`src/hdl/afr_pkg.sv`:
```
// Shared types, codes and sample conversion for the ADC sample frame ring.
package afr_pkg;

  localparam int RawW     = 12;
  localparam int PcmW     = 16;
  localparam int BiasW    = 12;
  localparam int FlenW    = 11;
  localparam int IdxW     = 10;
  localparam int OvfW     = 32;
  localparam int CfgIdxW  = 1;
  localparam int CfgDataW = 12;
  localparam int PcmShift = 4;
  localparam int CentW    = RawW + 2;

  localparam logic [FlenW-1:0]        FrameLenReset = 11'd640;
  localparam logic signed [CentW-1:0] RawCenter     = 14'sd2048;
  localparam logic signed [CentW-1:0] CentHigh      = 14'sd2047;
  localparam logic signed [CentW-1:0] CentLow       = -14'sd2048;
  localparam logic signed [PcmW-1:0]  PcmMax        = 16'sd32767;
  localparam logic signed [PcmW-1:0]  PcmMin        = -16'sd32768;

  typedef enum logic [1:0] {
    CMD_SAMPLE  = 2'd0,
    CMD_READ    = 2'd1,
    CMD_RELEASE = 2'd2
  } cmd_e;

  typedef enum logic [1:0] {
    STAT_OK        = 2'd0,
    STAT_NO_FRAME  = 2'd1,
    STAT_BAD_INDEX = 2'd2
  } status_e;

  typedef enum logic [CfgIdxW-1:0] {
    CFG_DC_BIAS   = 1'd0,
    CFG_FRAME_LEN = 1'd1
  } cfg_idx_e;

  typedef struct packed {
    logic [1:0]      cmd;
    logic [RawW-1:0] raw_sample;
    logic [IdxW-1:0] word_index;
  } in_item_t;

  typedef struct packed {
    logic signed [PcmW-1:0] pcm_value;
    logic signed [PcmW-1:0] read_data;
    logic [1:0]             frames_pending;
    logic [OvfW-1:0]        overflow_total;
    logic [1:0]             status;
  } out_item_t;

  // Per-transaction ring decision, valid in the cycle of acceptance.
  typedef struct packed {
    logic            wr_en;
    logic            rd_en;
    status_e         status;
    logic [1:0]      pending;
    logic [OvfW-1:0] overflow;
  } ring_op_t;

  // Center, add bias, scale by 16 and saturate to the PCM range.
  function automatic logic signed [PcmW-1:0] conv_sample(
    input logic [RawW-1:0]         raw,
    input logic signed [BiasW-1:0] bias
  );
    logic signed [CentW-1:0] cent;
    logic signed [PcmW-1:0]  res;
    cent = $signed({2'b00, raw}) - RawCenter + CentW'(bias);
    if (cent > CentHigh) begin
      res = PcmMax;
    end else if (cent < CentLow) begin
      res = PcmMin;
    end else begin
      res = $signed({cent[PcmW-PcmShift-1:0], {PcmShift{1'b0}}});
    end
    return res;
  endfunction

endpackage

```
`src/hdl/afr_ring.sv`:
```
// Ring pointers, pending count and overflow counter; forms RAM addresses.
module afr_ring #(
  parameter int SlotCount = 4,
  parameter int FrameMax  = 1024
) (
  input  logic                                  clk_i,
  input  logic                                  rst_ni,
  input  logic                                  go_i,
  input  logic [1:0]                            cmd_i,
  input  logic [afr_pkg::IdxW-1:0]              word_index_i,
  input  logic [afr_pkg::FlenW-1:0]             frame_len_i,
  output afr_pkg::ring_op_t                     op_o,
  output logic [$clog2(SlotCount*FrameMax)-1:0] waddr_o,
  output logic [$clog2(SlotCount*FrameMax)-1:0] raddr_o
);
  import afr_pkg::*;

  localparam int SlotW = $clog2(SlotCount);
  localparam int OffW  = $clog2(FrameMax);
  localparam int LenW  = $clog2(FrameMax + 1);
  localparam int AddrW = $clog2(SlotCount * FrameMax);
  localparam logic [SlotW-1:0] LastSlot = SlotW'(SlotCount - 1);

  logic [SlotW-1:0] wslot_q, wslot_d, rslot_q, rslot_d;
  logic [SlotW-1:0] pend_q, pend_d;
  logic [OffW-1:0]  woff_q, woff_d;
  logic [OvfW-1:0]  ovf_q, ovf_d;
  logic [LenW-1:0]  len;
  logic             frame_done;
  logic             idx_bad;
  status_e          status;
  logic             wr_en, rd_en;

  always_comb begin
    if (frame_len_i == '0) begin
      len = LenW'(1);
    end else if (32'(frame_len_i) > FrameMax) begin
      len = LenW'(FrameMax);
    end else begin
      len = LenW'(frame_len_i);
    end
  end

  assign frame_done = (LenW'(woff_q) + LenW'(1)) >= len;
  assign idx_bad    = 32'(word_index_i) >= 32'(len);

  always_comb begin
    wslot_d = wslot_q;
    rslot_d = rslot_q;
    pend_d  = pend_q;
    woff_d  = woff_q;
    ovf_d   = ovf_q;
    status  = STAT_OK;
    wr_en   = 1'b0;
    rd_en   = 1'b0;
    unique case (cmd_i)
      CMD_SAMPLE: begin
        wr_en = go_i;
        if (frame_done) begin
          woff_d = '0;
          if (pend_q < LastSlot) begin
            wslot_d = (wslot_q == LastSlot) ? '0 : wslot_q + 1'b1;
            pend_d  = pend_q + 1'b1;
          end else begin
            ovf_d = ovf_q + 1'b1;
          end
        end else begin
          woff_d = woff_q + 1'b1;
        end
      end
      CMD_READ: begin
        if (pend_q == '0) begin
          status = STAT_NO_FRAME;
        end else if (idx_bad) begin
          status = STAT_BAD_INDEX;
        end else begin
          rd_en = go_i;
        end
      end
      CMD_RELEASE: begin
        if (pend_q == '0) begin
          status = STAT_NO_FRAME;
        end else begin
          rslot_d = (rslot_q == LastSlot) ? '0 : rslot_q + 1'b1;
          pend_d  = pend_q - 1'b1;
        end
      end
      default: begin
        status = STAT_OK;
      end
    endcase
  end

  always_ff @(posedge clk_i or negedge rst_ni) begin
    if (!rst_ni) begin
      wslot_q <= '0;
      rslot_q <= '0;
      pend_q  <= '0;
      woff_q  <= '0;
      ovf_q   <= '0;
    end else if (go_i) begin
      wslot_q <= wslot_d;
      rslot_q <= rslot_d;
      pend_q  <= pend_d;
      woff_q  <= woff_d;
      ovf_q   <= ovf_d;
    end
  end

  assign waddr_o = AddrW'(32'(wslot_q) * FrameMax) + AddrW'(woff_q);
  assign raddr_o = AddrW'(32'(rslot_q) * FrameMax) + AddrW'(word_index_i);

  assign op_o.wr_en    = wr_en;
  assign op_o.rd_en    = rd_en;
  assign op_o.status   = status;
  assign op_o.pending  = 2'(pend_d);
  assign op_o.overflow = ovf_d;

  a_pend_bound: assert property (@(posedge clk_i) disable iff (!rst_ni)
    32'(pend_q) <= SlotCount - 1)
    else $error("pending frame count beyond ring capacity");

  a_ovf_only_on_sample: assert property (@(posedge clk_i) disable iff (!rst_ni)
    !(go_i && cmd_i == CMD_SAMPLE) |=> $stable(ovf_q))
    else $error("overflow counter moved without a sample");

  a_rd_needs_frame: assert property (@(posedge clk_i) disable iff (!rst_ni)
    rd_en |-> (pend_q != '0) && !wr_en)
    else $error("RAM read issued with no frame pending");

endmodule

```
`config.mk`:
```
export PLATFORM = sky130hd
export DESIGN_NAME = afr_ring
export DESIGN_NICKNAME = d
export VERILOG_FILES = /design/src/hdl/afr_pkg.sv /design/src/hdl/afr_ring.sv
export SDC_FILE = /design/constraint.sdc
export NUM_CORES = 1
export LEC_CHECK = 0
export BUFFER_PORTS_ARGS = -buffer_cell sky130_fd_sc_hd__buf_2
export CAP_MARGIN = 10
export CORE_ASPECT_RATIO = 1.1
export CORE_UTILIZATION = 55
export DETAILED_ROUTE_END_ITERATION = 7
export MAX_ROUTING_LAYER = met4
export PLACE_DENSITY = 0.83
export SYNTH_ARGS = -nofsm -noshare
export SYNTH_HDL_FRONTEND = slang
export SYNTH_SLANG_ARGS = --single-unit
```
`constraint.sdc`:
```
create_clock -name clk_i -period 3.5 [get_ports clk_i]
set_clock_uncertainty 0.05 [all_clocks]
set_input_delay 0.175 -clock clk_i [delete_from_list [all_inputs] [get_ports clk_i]]
set_output_delay 0.175 -clock clk_i [all_outputs]
set_load 0.05 [all_outputs]
```
# Yosys cells after proc, flatten, opt, wreduce, memory -nomap -nowiden
# Cells that the tools add are included.
[totals] register_bits=48 inputBits=26 out_inout_bits=62 elab_cells=49
[classes] addsub=9 magnitude_cmp=4 eq_ne=4 n_mux=20 bitwise=1 reduce_logical=6
[ops] cell="2-to-1 mux 32 bit" count=3
[ops] cell="adder 32 x 1 -> 32 bit (second input constant)" count=1
[ops] cell="adder 12 x 10 -> 12 bit" count=2
[ops] cell="2-to-1 mux 11 bit" count=2
[ops] cell="2-to-1 mux 2 bit" count=7
[ops] cell="adder 10 x 1 -> 11 bit (second input constant)" count=1
[ops] cell=">= comparator 10 x 11 -> 1 bit" count=1
[ops] cell=">= comparator 11 bit" count=1
[ops] cell="greater-than comparator 11 bit (second input constant)" count=1
[ops] cell="zero test 11 bit" count=1
[ops] cell="adder 10 x 1 -> 10 bit (second input constant)" count=1
[ops] cell="2-to-1 mux 10 bit" count=1
[ops] cell="one-hot mux 2 bit (2 select lines)" count=2
[ops] cell="adder 2 x 1 -> 2 bit (second input constant)" count=3
[ops] cell="equality test 2 bit (second input constant)" count=3
[ops] cell="2-to-1 mux 1 bit" count=5
[ops] cell="zero test 2 bit" count=2
[ops] cell="AND reduction 4 bit" count=1
[ops] cell="AND reduction 3 bit" count=1
[ops] cell="equality test 2 x 1 -> 1 bit (second input constant)" count=1
[ops] cell="< comparator 2 bit (second input constant)" count=1
[ops] cell="AND reduction 2 bit" count=1
[ops] cell="subtractor 2 x 1 -> 2 bit (second input constant)" count=1
[ops] cell="inverter 1 bit" count=1

# Depth between registers and ports, before layout
# Gate-level depths: netlist of run 1.
[logic_depth] word_depth=7 mapped_depth=13 ltp_nobuf=12

# Worst setup path before layout of run 1
# No wires, ideal clock.
[synth_timing] path_kind="register -> output" from="reg woff_q[0]" to="out op_o[32] (netlist name)" arrival_time_ns=3.768 t_required_ns=3.275 path_slack_ns=-0.493 path_stages_with_launch=14 path_buffers=2 path_cell_list="dfrtp_1 > ha_1 > nand3_1 > nor2_1 > xor2_1 > ha_1 > a21o_1 > a221oi_2 > o21a_1 > o21a_1 > buf_2 > buf_6 > o21ai_0 > a31oi_1"
[synth_rtl] item="from (decl)" line="afr_ring.sv:26" rtl="logic [OffW-1:0] woff_q, woff_d;"
[synth_rtl] item="from (signal assigned)" line="afr_ring.sv:105" rtl="woff_q <= woff_d;"
[synth_rtl] item="to (decl)" line="afr_ring.sv:12" rtl="output afr_pkg::ring_op_t op_o,"

==> out/results.md, run 1 <==
Run status
* status: finished, final reports clean

Place
* routability congestion estimate: 0.922
* cell total after placement: 573
* post-detail-place hpwl: 6780 um
* number of buffers added on ports: 87

Logic synthesis
* combinational family with the most area after synthesis: simple AND/OR/NAND/NOR gates
* share of synthesized registers carrying an async set or reset: 100%
* count of different cell masters after synthesis: 52
* number of enable flip-flop cells after synthesis: 0
* Yosys reg bits: 48
* Post-Syn Area: 3780 um2
* multiplexer area fraction after synthesis: 1.75%
* simple logic cell fraction of the synthesized area: 26.8%
* adder and majority gate portion of the synthesized area: 9.26%
* post-synthesis instance total: 429
* Compound-Gate Fraction of Synth Area: 8.36%
* most instantiated flip-flop cell in the synthesis netlist: dfrtp_1
* Yosys warning count: 0
* Synth Area in XOR/XNOR: 16.2%
* sequential share of the synthesized area: 31.7%
* syn_nets: 483
* mean post-synth cell area: 8.82 um2

Global routing
* GRT Residual Overflow: 0
* pin count of the biggest net entering global routing: 49
* global-route wire length before repair: 15,200 um
* number of global-route vias before repair: 3,363
* antenna violations before repair: 0
* total routing usage reported by global routing: 28.2%

Clocking
* clock net sink count: 48
* number of buffers inserted during clock tree synthesis: 5
* TritonCTS clock tree: yes
* Reg clk slew, reported paths: 0.09 ns
* deepest level of the CTS H-tree: 2
* worst-case clock buffer depth: 2
* root cell of the clock tree: clkbuf_8
* insertion delay to the later sink of the worst-skew pair: 0.30 ns

Floorplan
* vertical extent of the die: 89.0 um
* number of cell rows: 31
* die area: 7220 um2
* die width: 81.1 um
* I/O Pins: 88
* initial core utilization: 57.1%
* placeable core region: 6630 um2

Run
* max capacitance violation total: 0

Power
* maximum VDD drop: 0.000329 V
* power per standard cell area: 339 nW/um2
* LEAKAGE: 2.47 nW

Route
* average detailed-routed wire length per instance: 16.4 um
* drt initial violations: 246
* number of remaining DRC errors: 0
* via density per instance: 5.86
* routed vias: 3,460
* number of detailed-route iterations in the first pass: 4
* ANT nets after route: 0
* post-detailed-routing wire length: 9700 um

Worst setup path
* Critical Path Max Stage Delay: 0.43 ns
* Critical Path Most Common Cell: nor2_4
* crit path kind: flip-flop to primary output
* element type at the critical path start: flip-flop
* R2R setup slack: 0.41 ns
* cell chain of the critical path: ha_4 -> nand3_4 -> nor2_4 -> xor2_1 -> ha_1 -> a21o_1 -> a221oi_2 -> o21a_1 -> o21a_2 -> buf_6 -> nor2_4 -> mux2_4 -> buf_8
* slowest library cell on the worst path: dfrtp_2
* critical path data required time: 3.27 ns
* data arrival time of the critical path: 3.25 ns
* kind of end point of the critical path: primary output
* maximum fanout along the worst path: 5

Layout
* number of nets in the layout: 561
* final non-filler cell total: 590
* fill cell instance count of the final layout: 469
* diode insertion count for antenna repair: 0
* core occupancy in the finished layout: 73.2%
* most frequent standard cell in the layout excluding fill and tap cells: buf_2
* top library cells by usage in the layout, fill and taps aside: 68 x buf_2, 51 x nand2_1, 43 x dfrtp_1
* signed area change from the synthesized netlist to the final layout: 28.3%
* fraction of layout cells with a size suffix above 1: 37.2%

STA
* final-report hold violation count: 0
* pins over their slew limit: 0
* Slew Limit Headroom: 28.1%
* unrepaired setup endpoints after global routing: yes
* final number of setup-violating endpoints: 0
* post-layout min period: 3.48 ns
* highest attainable clock frequency: 288 MHz
* transition time at the pin with the least slew margin: 1.08 ns
* final worst path period share: 99.4%

Min path
* Hold WC Path Type: input port to async pin

worst max-delay path: cells and delay by family, from the launching register on:
kind	cells	cell delay (ns)
AOI/OAI and AO/OA	4	0.94
adders and majority gates	2	0.44
DFF	1	0.43
muxes	1	0.34
and+or+nand+nor	3	0.31
buffers and inverters	2	0.31
xor gates and xnor gates	1	0.16
path summary, 6_finish.rpt:
kind,start,end,depth (start not counted)
max,woff_q[1],op_o[1],13
min,rst_ni,ovf_q[11],1
max reg2reg,woff_q[2],wslot_q[0],12
min reg2reg,ovf_q[31],ovf_q[31],1
max in group asynchronous,rst_ni,woff_q[0],1
min in group clk_i,go_i,pend_q[1],4
layer usage:
metal	wire length [um]	track usage, %
met5	0	-
met4	185	10.6
met3	499	3.98
met2	5120	49.0
met1	3900	32.9
per-stage QoR:
stage / hold slack [ns] / area, um2 / setup TNS (ns) / total power, mW / setup WS [ns]
4_1_cts: 0.0675 / 4640 / 0 / 1.59 / 0.00169
2_1_floorplan: -0.171 / 4030 / -0.0781 / 1.06 / -0.0261
3_3_place_gp: 0.384 / 4440 / 0 / 1.18 / 0.208
6_report: 0.0137 / 4860 / 0 / 1.65 / 0.0223
5_1_grt: 0.114 / 4860 / -1.24 / 1.73 / -0.0839
3_5_place_dp: 0.391 / 4440 / 0 / 1.20 / 0.141
registers in the layout (all words and copies together), names as in the netlist:
signal and count:
pend_q 2, rslot_q 2, woff_q 10, ovf_q 32, wslot_q 2
cell type report:
cell class | instances | area [um2] | share of cell area [%]
sequential | 48 | 1210 | 24.9
inverter | 7 | 26.3 | 0.541
clock buffer | 8 | 100 | 2.06
tap | 82 | 103 | 2.11
multi-input combinational | 341 | 2760 | 56.8
timing repair buffer | 104 | 661 | 13.6
synthesized netlist by cell type (all sizes together) (2+ instances only):
cell type	number	area share, %
nand2	51	5.1
dfrtp	48	32
nand3	46	6.2
xnor2	42	9.7
ha	28	9.3
nor2	28	2.8
xor2	28	6.5
buf	25	4.4
nor3	18	3.0
nand4	14	2.7
o21ai	13	1.8
a21o	10	2.0
and3	9	1.5
clkbuf	8	0.83
nor4	8	1.9
a21oi	7	0.93
inv	6	0.59
mux2	5	1.5
and4	4	0.99
or2	4	0.66
a221oi	3	0.86
a22o	3	0.69
and2	3	0.53
nand2b	3	0.50
a31oi	2	0.33
o2111a	2	0.59
o21a	2	0.40
report_power, final:
group | total [mW] | internal (mW) | leakage [nW] | switching (mW)
clock | 0.373 | 0.181 | 0.0515 | 0.193
sequential | 0.665 | 0.595 | 0.655 | 0.0703
combinational | 0.608 | 0.219 | 1.76 | 0.389
logic make-up after synthesis:
logic type,count (synthesis)
buffers and inverters,40
and+or+nand+nor,192
DFF,48
AOI/OAI and AO/OA,45
xor gates and xnor gates,70
muxes,6
adders and majority gates,28
what timing repair did:
action | CTS | global route
resized for setup | 21 | 44
pin swaps | 2 | 11
hold endpoints to repair | 0 | 0
setup endpoints to repair | 31 | 34
setup buffers | 2 | 6
hold buffers | 0 | 0
cloned | 0 | 1
Note: power is estimated with default switching activity, not from simulation.
==> run 2, diff against run 1 <==
==> constraint.sdc (replaced) <==
create_clock -name clk_i -period 3.5 [get_ports clk_i]
set_clock_uncertainty 0.05 [all_clocks]
set_input_delay 0.525 -clock clk_i [delete_from_list [all_inputs] [get_ports clk_i]]
set_output_delay 0.525 -clock clk_i [all_outputs]
set_load 0.05 [all_outputs]
==> run 2 against run 1 <==
Net effect:
- the run now ends with setup timing left
- sequential share of layout area fell by 4.6 points
- first-iteration DRC count rose by 83%
- non-clock buffer count grew 41
- combinational power grew 36%
- via count up 20%
- sequential cell count stayed put
- critical path type is now input port to primary output
- largest power group is now combinational cells
==> out/results.md, run 2 (synthesized netlist as in run 1, its figures left out) <==
Worst setup path
* count of buffering cells on the critical path with inverters included: 6, +4
* critical path data required time: 2.92 ns, -0.35 ns
* crit path kind: input port to primary output
* cell chain of the critical path: buf_6 -> nor4_4 -> nand3_2 -> buf_4 -> buf_4 -> a21oi_4 -> buf_6 -> ha_4 -> nand2b_4 -> a21o_1 -> a21oi_2 -> o21ai_2 -> a221oi_2 -> buf_4 -> o2111a_1 -> buf_6
* kind of cell with the highest combined delay on the critical path: compound AO/OA/AOI/OAI gates
* maximum fanout along the worst path: 2, -3
* slowest library cell on the worst path: nor4_4
* startpoint of the worst setup timing path: frame_len_i[5]
* element type at the critical path start: input port
* kind of end point of the critical path: primary output
* R2R Path Start: woff_q[0]
* data arrival time of the critical path: 3.62 ns, +0.37 ns
* Critical Path Max Stage Delay: 0.45 ns, +0.02 ns

Power
* total power: 1.87 mW, +13%
* LEAKAGE: 2.97 nW, +20%
* power per standard cell area: 312 nW/um2, -7.9%
* maximum VDD drop: 0.000393 V, +20%

Min path
* Hold WC Path Type: input port to async pin

Place
* post-detail-place hpwl: 7430 um, +9.6%
* pre-CTS setup slack: -0.482 ns, -0.624 ns
* routability congestion estimate: 0.861, -6.6%
* number of buffers added on ports: 87, unchanged

Global routing
* GRT Residual Overflow: 0, unchanged
* global-route wire length before repair: 19,600 um, +29%
* pin count of the biggest net entering global routing: 49, unchanged
* number of global-route vias before repair: 4,019, +20%
* antenna violations before repair: 0, unchanged
* total routing usage reported by global routing: 37.3%, +9.1 points

STA
* final worst path period share: 120%, +21 points
* highest attainable clock frequency: 238 MHz, -17%
* post-layout min period: 4.20 ns, +0.722 ns
* setup TNS after final layout: -19.97 ns, -19.97 ns
* unrepaired setup endpoints after global routing: yes
* final-report hold violation count: 0, unchanged
* final number of setup-violating endpoints: 36, +36
* Slew Limit Headroom: 26.2%, -1.9 points
* pins over their slew limit: 0, unchanged
* Setup WS post-layout: -0.700 ns, -0.722 ns
* transition time at the pin with the least slew margin: 1.11 ns, +0.0288 ns

Floorplan
* die width: 81.1 um, unchanged
* die area: 7220 um2, unchanged
* vertical extent of the die: 89.0 um, unchanged
* number of cell rows: 31, unchanged
* I/O Pins: 88, unchanged
* placeable core region: 6630 um2, unchanged
* initial core utilization: 57.1%, unchanged

Route
* via density per instance: 6.56, +12%
* number of remaining DRC errors: 0, unchanged
* average detailed-routed wire length per instance: 23.1 um, +40%
* routed vias: 4,138, +20%
* post-detailed-routing wire length: 14,600 um, +50%
* number of detailed-route iterations in the first pass: 6, +2
* drt initial violations: 451, +83%
* ANT nets after route: 0, unchanged

Layout
* diode insertion count for antenna repair: 0, unchanged
* top library cells by usage in the layout, fill and taps aside: 49 x nand2_1, 49 x buf_2, 49 x buf_6
* largest registers: ovf_q x32, woff_q x10
* number of nets in the layout: 602, +7.3%
* register bank with the most flops: ovf_q
* fraction of layout cells with a size suffix above 1: 47.9%, +11 points
* number of flip-flops under the largest register name: 32, unchanged
* signed area change from the synthesized netlist to the final layout: 57.7%
* core occupancy in the finished layout: 90.0%, +17 points

Clocking
* clock net sink count: 48, unchanged
* worst-case clock buffer depth: 2, unchanged
* root cell of the clock tree: clkbuf_8
* TritonCTS clock tree: yes
* deepest level of the CTS H-tree: 2, unchanged
* Reg clk slew, reported paths: 0.09 ns, about the same
* number of buffers inserted during clock tree synthesis: 5, unchanged
* insertion delay to the later sink of the worst-skew pair: 0.31 ns, about the same

Run status
* status: finished, violations left
* violated checks: setup timing

Run
* max capacitance violation total: 0, unchanged

[run 2: cell count changes in the layout (fill, tap and decap cells not counted), sizes merged]
cell	change
buf	+49
clkbuf	-8
[run 2: area by class of cell]
type | instances | area (um2)
sequential | 48 | 1210
multi-input combinational | 341 | 3360
timing repair buffer | 145 | 1170
inverter | 7 | 26.3
fill | 259 | 663
clock buffer | 8 | 100
tap | 82 | 103
[run 2: final timing paths]
kind / to / slack [ns] / cells past startpoint
max: op_o[36] / -0.70 / 16
min: woff_q[8] / 0.36 / 1
max reg2reg: ovf_q[29] / 0.18 / 14
min reg2reg: rslot_q[0] / 0.50 / 1
max in group asynchronous: woff_q[4] / 2.28 / 1
min in group clk_i: rslot_q[0] / 0.50 / 1
[run 2: repair_timing]
item,4_1_cts,5_1_grt
cloned,1,0
buffers inserted,21,2
hold buffers,0,0
setup endpoints to repair,36,36
pin swaps,30,18
gates resized for setup,118,25
[run 2: worst reg2reg max path, stage by stage (launching register included)]
cell and delay (ns):
dfrtp_2 0.44, nand2_1 0.14, nor2_4 0.12, buf_4 0.14, nand3_1 0.12, xnor2_2 0.17, ha_1 0.34, a21o_1 0.23
a21oi_2 0.26, buf_6 0.18, nor2_1 0.08, a21oi_1 0.30, buf_4 0.29, nor2_1 0.09, xor2_1 0.27
[run 2: per-layer routing]
layer	GRT usage (%)	share of wire [%]	vias to the layer above
met1	38.5	35	1983
li1	-	-	1719
met4	21.1	6.3	0
met5	-	0	-
met3	8.57	9.1	101
met2	65.0	50	335
[run 2: metrics by stage]
stage,std cells,hold WS (ns),area [um2]
2_1_floorplan,429,0.179,4480
3_3_place_gp,604,0.460,5110
3_5_place_dp,604,0.470,5110
4_1_cts,629,0.391,5810
5_1_grt,631,0.446,5970
6_report,631,0.361,5970
[run 2: power breakdown]
| group | leakage (nW) | total [mW] | internal (mW) | switching (mW) |
|---|---|---|---|---|
| clock | 0.0515 | 0.373 | 0.181 | 0.193 |
| sequential | 0.655 | 0.665 | 0.594 | 0.0704 |
| combinational | 2.26 | 0.827 | 0.321 | 0.506 |
==> run 3, diff against run 2 <==
BUFFER_PORTS_ARGS = -buffer_cell sky130_fd_sc_hd__buf_4   (was -buffer_cell sky130_fd_sc_hd__buf_2)
CAP_MARGIN = 20   (was 10)
==> run 3 against run 2 <==
Net effect:
- the run still ends with setup timing left
- register-to-register slack got worse by 0.35 ns
- maximum frequency is 2.7% higher
- worst hold slack got worse by 0.19 ns
- critical endpoint is now op_o[12]
- wire length is 15% higher
- via count rose by 5.7%
- clock power about the same
- largest power group unchanged
- utilization is 4.3 points higher
==> out/results.md, run 3 (synthesized netlist as in run 1, its figures left out) <==
Power
* switching power total: 0.843 mW, +9.7%
* sequential fraction of design power: 34.0%, -1.6 points
* LEAKAGE: 3.00 nW, +0.97%
* power per standard cell area: 316 nW/um2, +1.0%
* net switching share of the total power: 42.7%, +1.5 points
* combinational share of power: 47.3%, +2.9 points
* maximum VDD drop: 0.000534 V, +36%
* portion of total power attributed to the clock network: 18.7%, -1.3 points
* Internal Pwr Total: 1.13 mW, +3.2%

Clocking
* number of buffers inserted during clock tree synthesis: 5, unchanged
* worst-case clock buffer depth: 2, unchanged
* insertion delay to the later sink of the worst-skew pair: 0.32 ns, about the same
* clock net sink count: 48, unchanged
* root cell of the clock tree: clkbuf_8
* hold-fix buffer count after cts: 0, unchanged
* deepest level of the CTS H-tree: 2, unchanged
* TritonCTS clock tree: yes
* Reg clk slew, reported paths: 0.10 ns, about the same

Global routing
* pin count of the biggest net entering global routing: 49, unchanged
* number of global-route vias before repair: 3,840, -4.5%
* global-route wire length before repair: 18,600 um, -4.7%
* GRT Residual Overflow: 0, unchanged
* total routing usage reported by global routing: 35.5%, -1.8 points
* antenna violations before repair: 0, unchanged

STA
* final-report hold violation count: 0, unchanged
* unrepaired setup endpoints after global routing: yes
* post-layout min period: 4.09 ns, -0.110 ns
* highest attainable clock frequency: 244 MHz, +2.7%
* pins over their slew limit: 0, unchanged
* Slew Limit Headroom: 40.4%, +14 points
* transition time at the pin with the least slew margin: 0.886 ns, -0.221 ns
* minimum hold slack: 0.173 ns, -0.188 ns
* Setup WS post-layout: -0.590 ns, +0.110 ns
* final worst path period share: 117%, -3.1 points
* final number of setup-violating endpoints: 37, +2.8%

Worst setup path
* R2R setup slack: -0.17 ns, -0.35 ns
* Critical Path Most Common Cell: buf_6
* kind of end point of the critical path: primary output
* slowest library cell on the worst path: dfrtp_2
* Worst R2R Path Depth: 15, +1
* data arrival time of the critical path: 3.52 ns, -0.10 ns
* startpoint of the worst setup timing path: woff_q[1]
* R2R Path Start: woff_q[1]
* maximum fanout along the worst path: 8, +6
* timing endpoint of the critical path: op_o[12]
* Critical Path Max Stage Delay: 0.46 ns, about the same
* crit path kind: flip-flop to primary output
* element type at the critical path start: flip-flop
* cell chain of the critical path: ha_4 -> nand3_4 -> nor2_4 -> buf_6 -> nand3_4 -> xnor2_4 -> ha_4 -> nand3_2 -> o21ai_4 -> buf_6 -> nand4_1 -> xnor2_4 -> buf_6
* endpoint of the worst-slack reg-to-reg timing path: ovf_q[16]
* critical path data required time: 2.92 ns, about the same

Layout
* number of nets in the layout: 607, +0.83%
* number of flip-flops under the largest register name: 32, unchanged
* signed area change from the synthesized netlist to the final layout: 65.3%
* final non-filler cell total: 636, +0.79%
* diode insertion count for antenna repair: 0, unchanged
* largest registers: ovf_q x32, woff_q x10
* register bank with the most flops: ovf_q
* most frequent standard cell in the layout excluding fill and tap cells: buf_4
* Layout Cell Area excl Fill: 6260 um2, +4.8%
* fraction of layout cells with a size suffix above 1: 49.8%, +1.9 points
* top library cells by usage in the layout, fill and taps aside: 97 x buf_4, 49 x buf_6, 47 x nand2_1

Floorplan
* vertical extent of the die: 89.0 um, unchanged
* placeable core region: 6630 um2, unchanged
* number of cell rows: 31, unchanged
* I/O Pins: 88, unchanged
* initial core utilization: 57.1%, unchanged
* die area: 7220 um2, unchanged
* die width: 81.1 um, unchanged

Route
* via density per instance: 6.88, +4.8%
* drt initial violations: 471, +4.4%
* routed vias: 4,373, +5.7%
* post-detailed-routing wire length: 16,800 um, +15%
* number of detailed-route iterations in the first pass: 8, +2
* average detailed-routed wire length per instance: 26.4 um, +14%
* number of remaining DRC errors: 0, unchanged
* ANT nets after route: 0, unchanged

Place
* number of buffers added on ports: 87, unchanged
* post-detail-place hpwl: 7530 um, +1.4%
* routability congestion estimate: 0.870, +0.99%
* Cell Area, Placed: 5270 um2, +3.1%
* cell total after placement: 598, -0.99%

Min path
* Hold WC Path Type: input port to async pin

Run
* max capacitance violation total: 0, unchanged

Run status
* violated checks: setup timing
* status: finished, violations left

==> run 3: changes by cell type in the layout (fill, tap and decap cells not counted), sizes merged <==
| cell | change |
|---|---|
| buf | +5 |
==> run 3: worst min path at each step <==
| stage | from | end | slack [ns] | depth (start not counted) |
|---|---|---|---|---|
| 3_3_place_gp | ovf_q[1] | ovf_q[1] | 0.47 | 2 |
| 4_1_cts | rst_ni | woff_q[9] | 0.21 | 1 |
| 2_1_floorplan | rst_ni | ovf_q[0] | 0.18 | 0 |
| 5_1_grt | rst_ni | woff_q[9] | 0.22 | 1 |
| 6_report | rst_ni | woff_q[9] | 0.17 | 1 |
| 3_5_place_dp | woff_q[9] | woff_q[9] | 0.47 | 2 |
==> run 3: through the flow <==
step,total power [mW],util (%),TNS (ns),setup WS [ns]
after floorplan,1.09,-,-1.90,-0.145
after global placement,1.28,79.4,-8.02,-0.337
after detailed placement,1.31,79.4,-9.85,-0.393
after CTS,1.73,88.5,-5.32,-0.250
after global routing,2.03,94.3,-21.30,-0.737
final,1.97,94.3,-14.43,-0.590
==> run 3: final cells by class <==
cell class / instances / area, um2
Clock buffer: 8 / 90.1
Fill cell: 189 / 377
Inverter: 7 / 26.3
Multi-Input combinational cell: 341 / 3490
Sequential cell: 48 / 1210
Tap cell: 82 / 103
Timing Repair Buffer: 150 / 1340
==> run 3: timing repair <==
| action | CTS | global route |
|---|---|---|
| resized for setup | 89 | 45 |
| buffers inserted | 13 | 19 |
| setup endpoints to repair | 36 | 35 |
| pin swaps | 27 | 34 |
==> run 3: routing by layer <==
layer	GRT usage (%)	routed length (um)
met3	5.20	1860
met5	-	0
met4	18.5	1460
met2	63.3	8110
met1	38.1	5390
==> run 3: power by group through the flow <==
stage | clock, mW | combinational, mW | sequential [mW]
after detailed placement | 0 | 0.639 | 0.667
after global placement | 0 | 0.620 | 0.664
final | 0.370 | 0.934 | 0.671
after global routing | 0.386 | 0.974 | 0.673
after CTS | 0.352 | 0.724 | 0.654
after floorplan | 0 | 0.323 | 0.766
==> run 3: critical path: cells and delay by family, from the launching register on <==
kind	cells	cell delay [ns]
compound gates	1	0.30
xor+xnor	2	0.51
fa+ha+maj	2	0.52
buf+inv	3	0.53
flops	1	0.46
simple gates	5	0.86
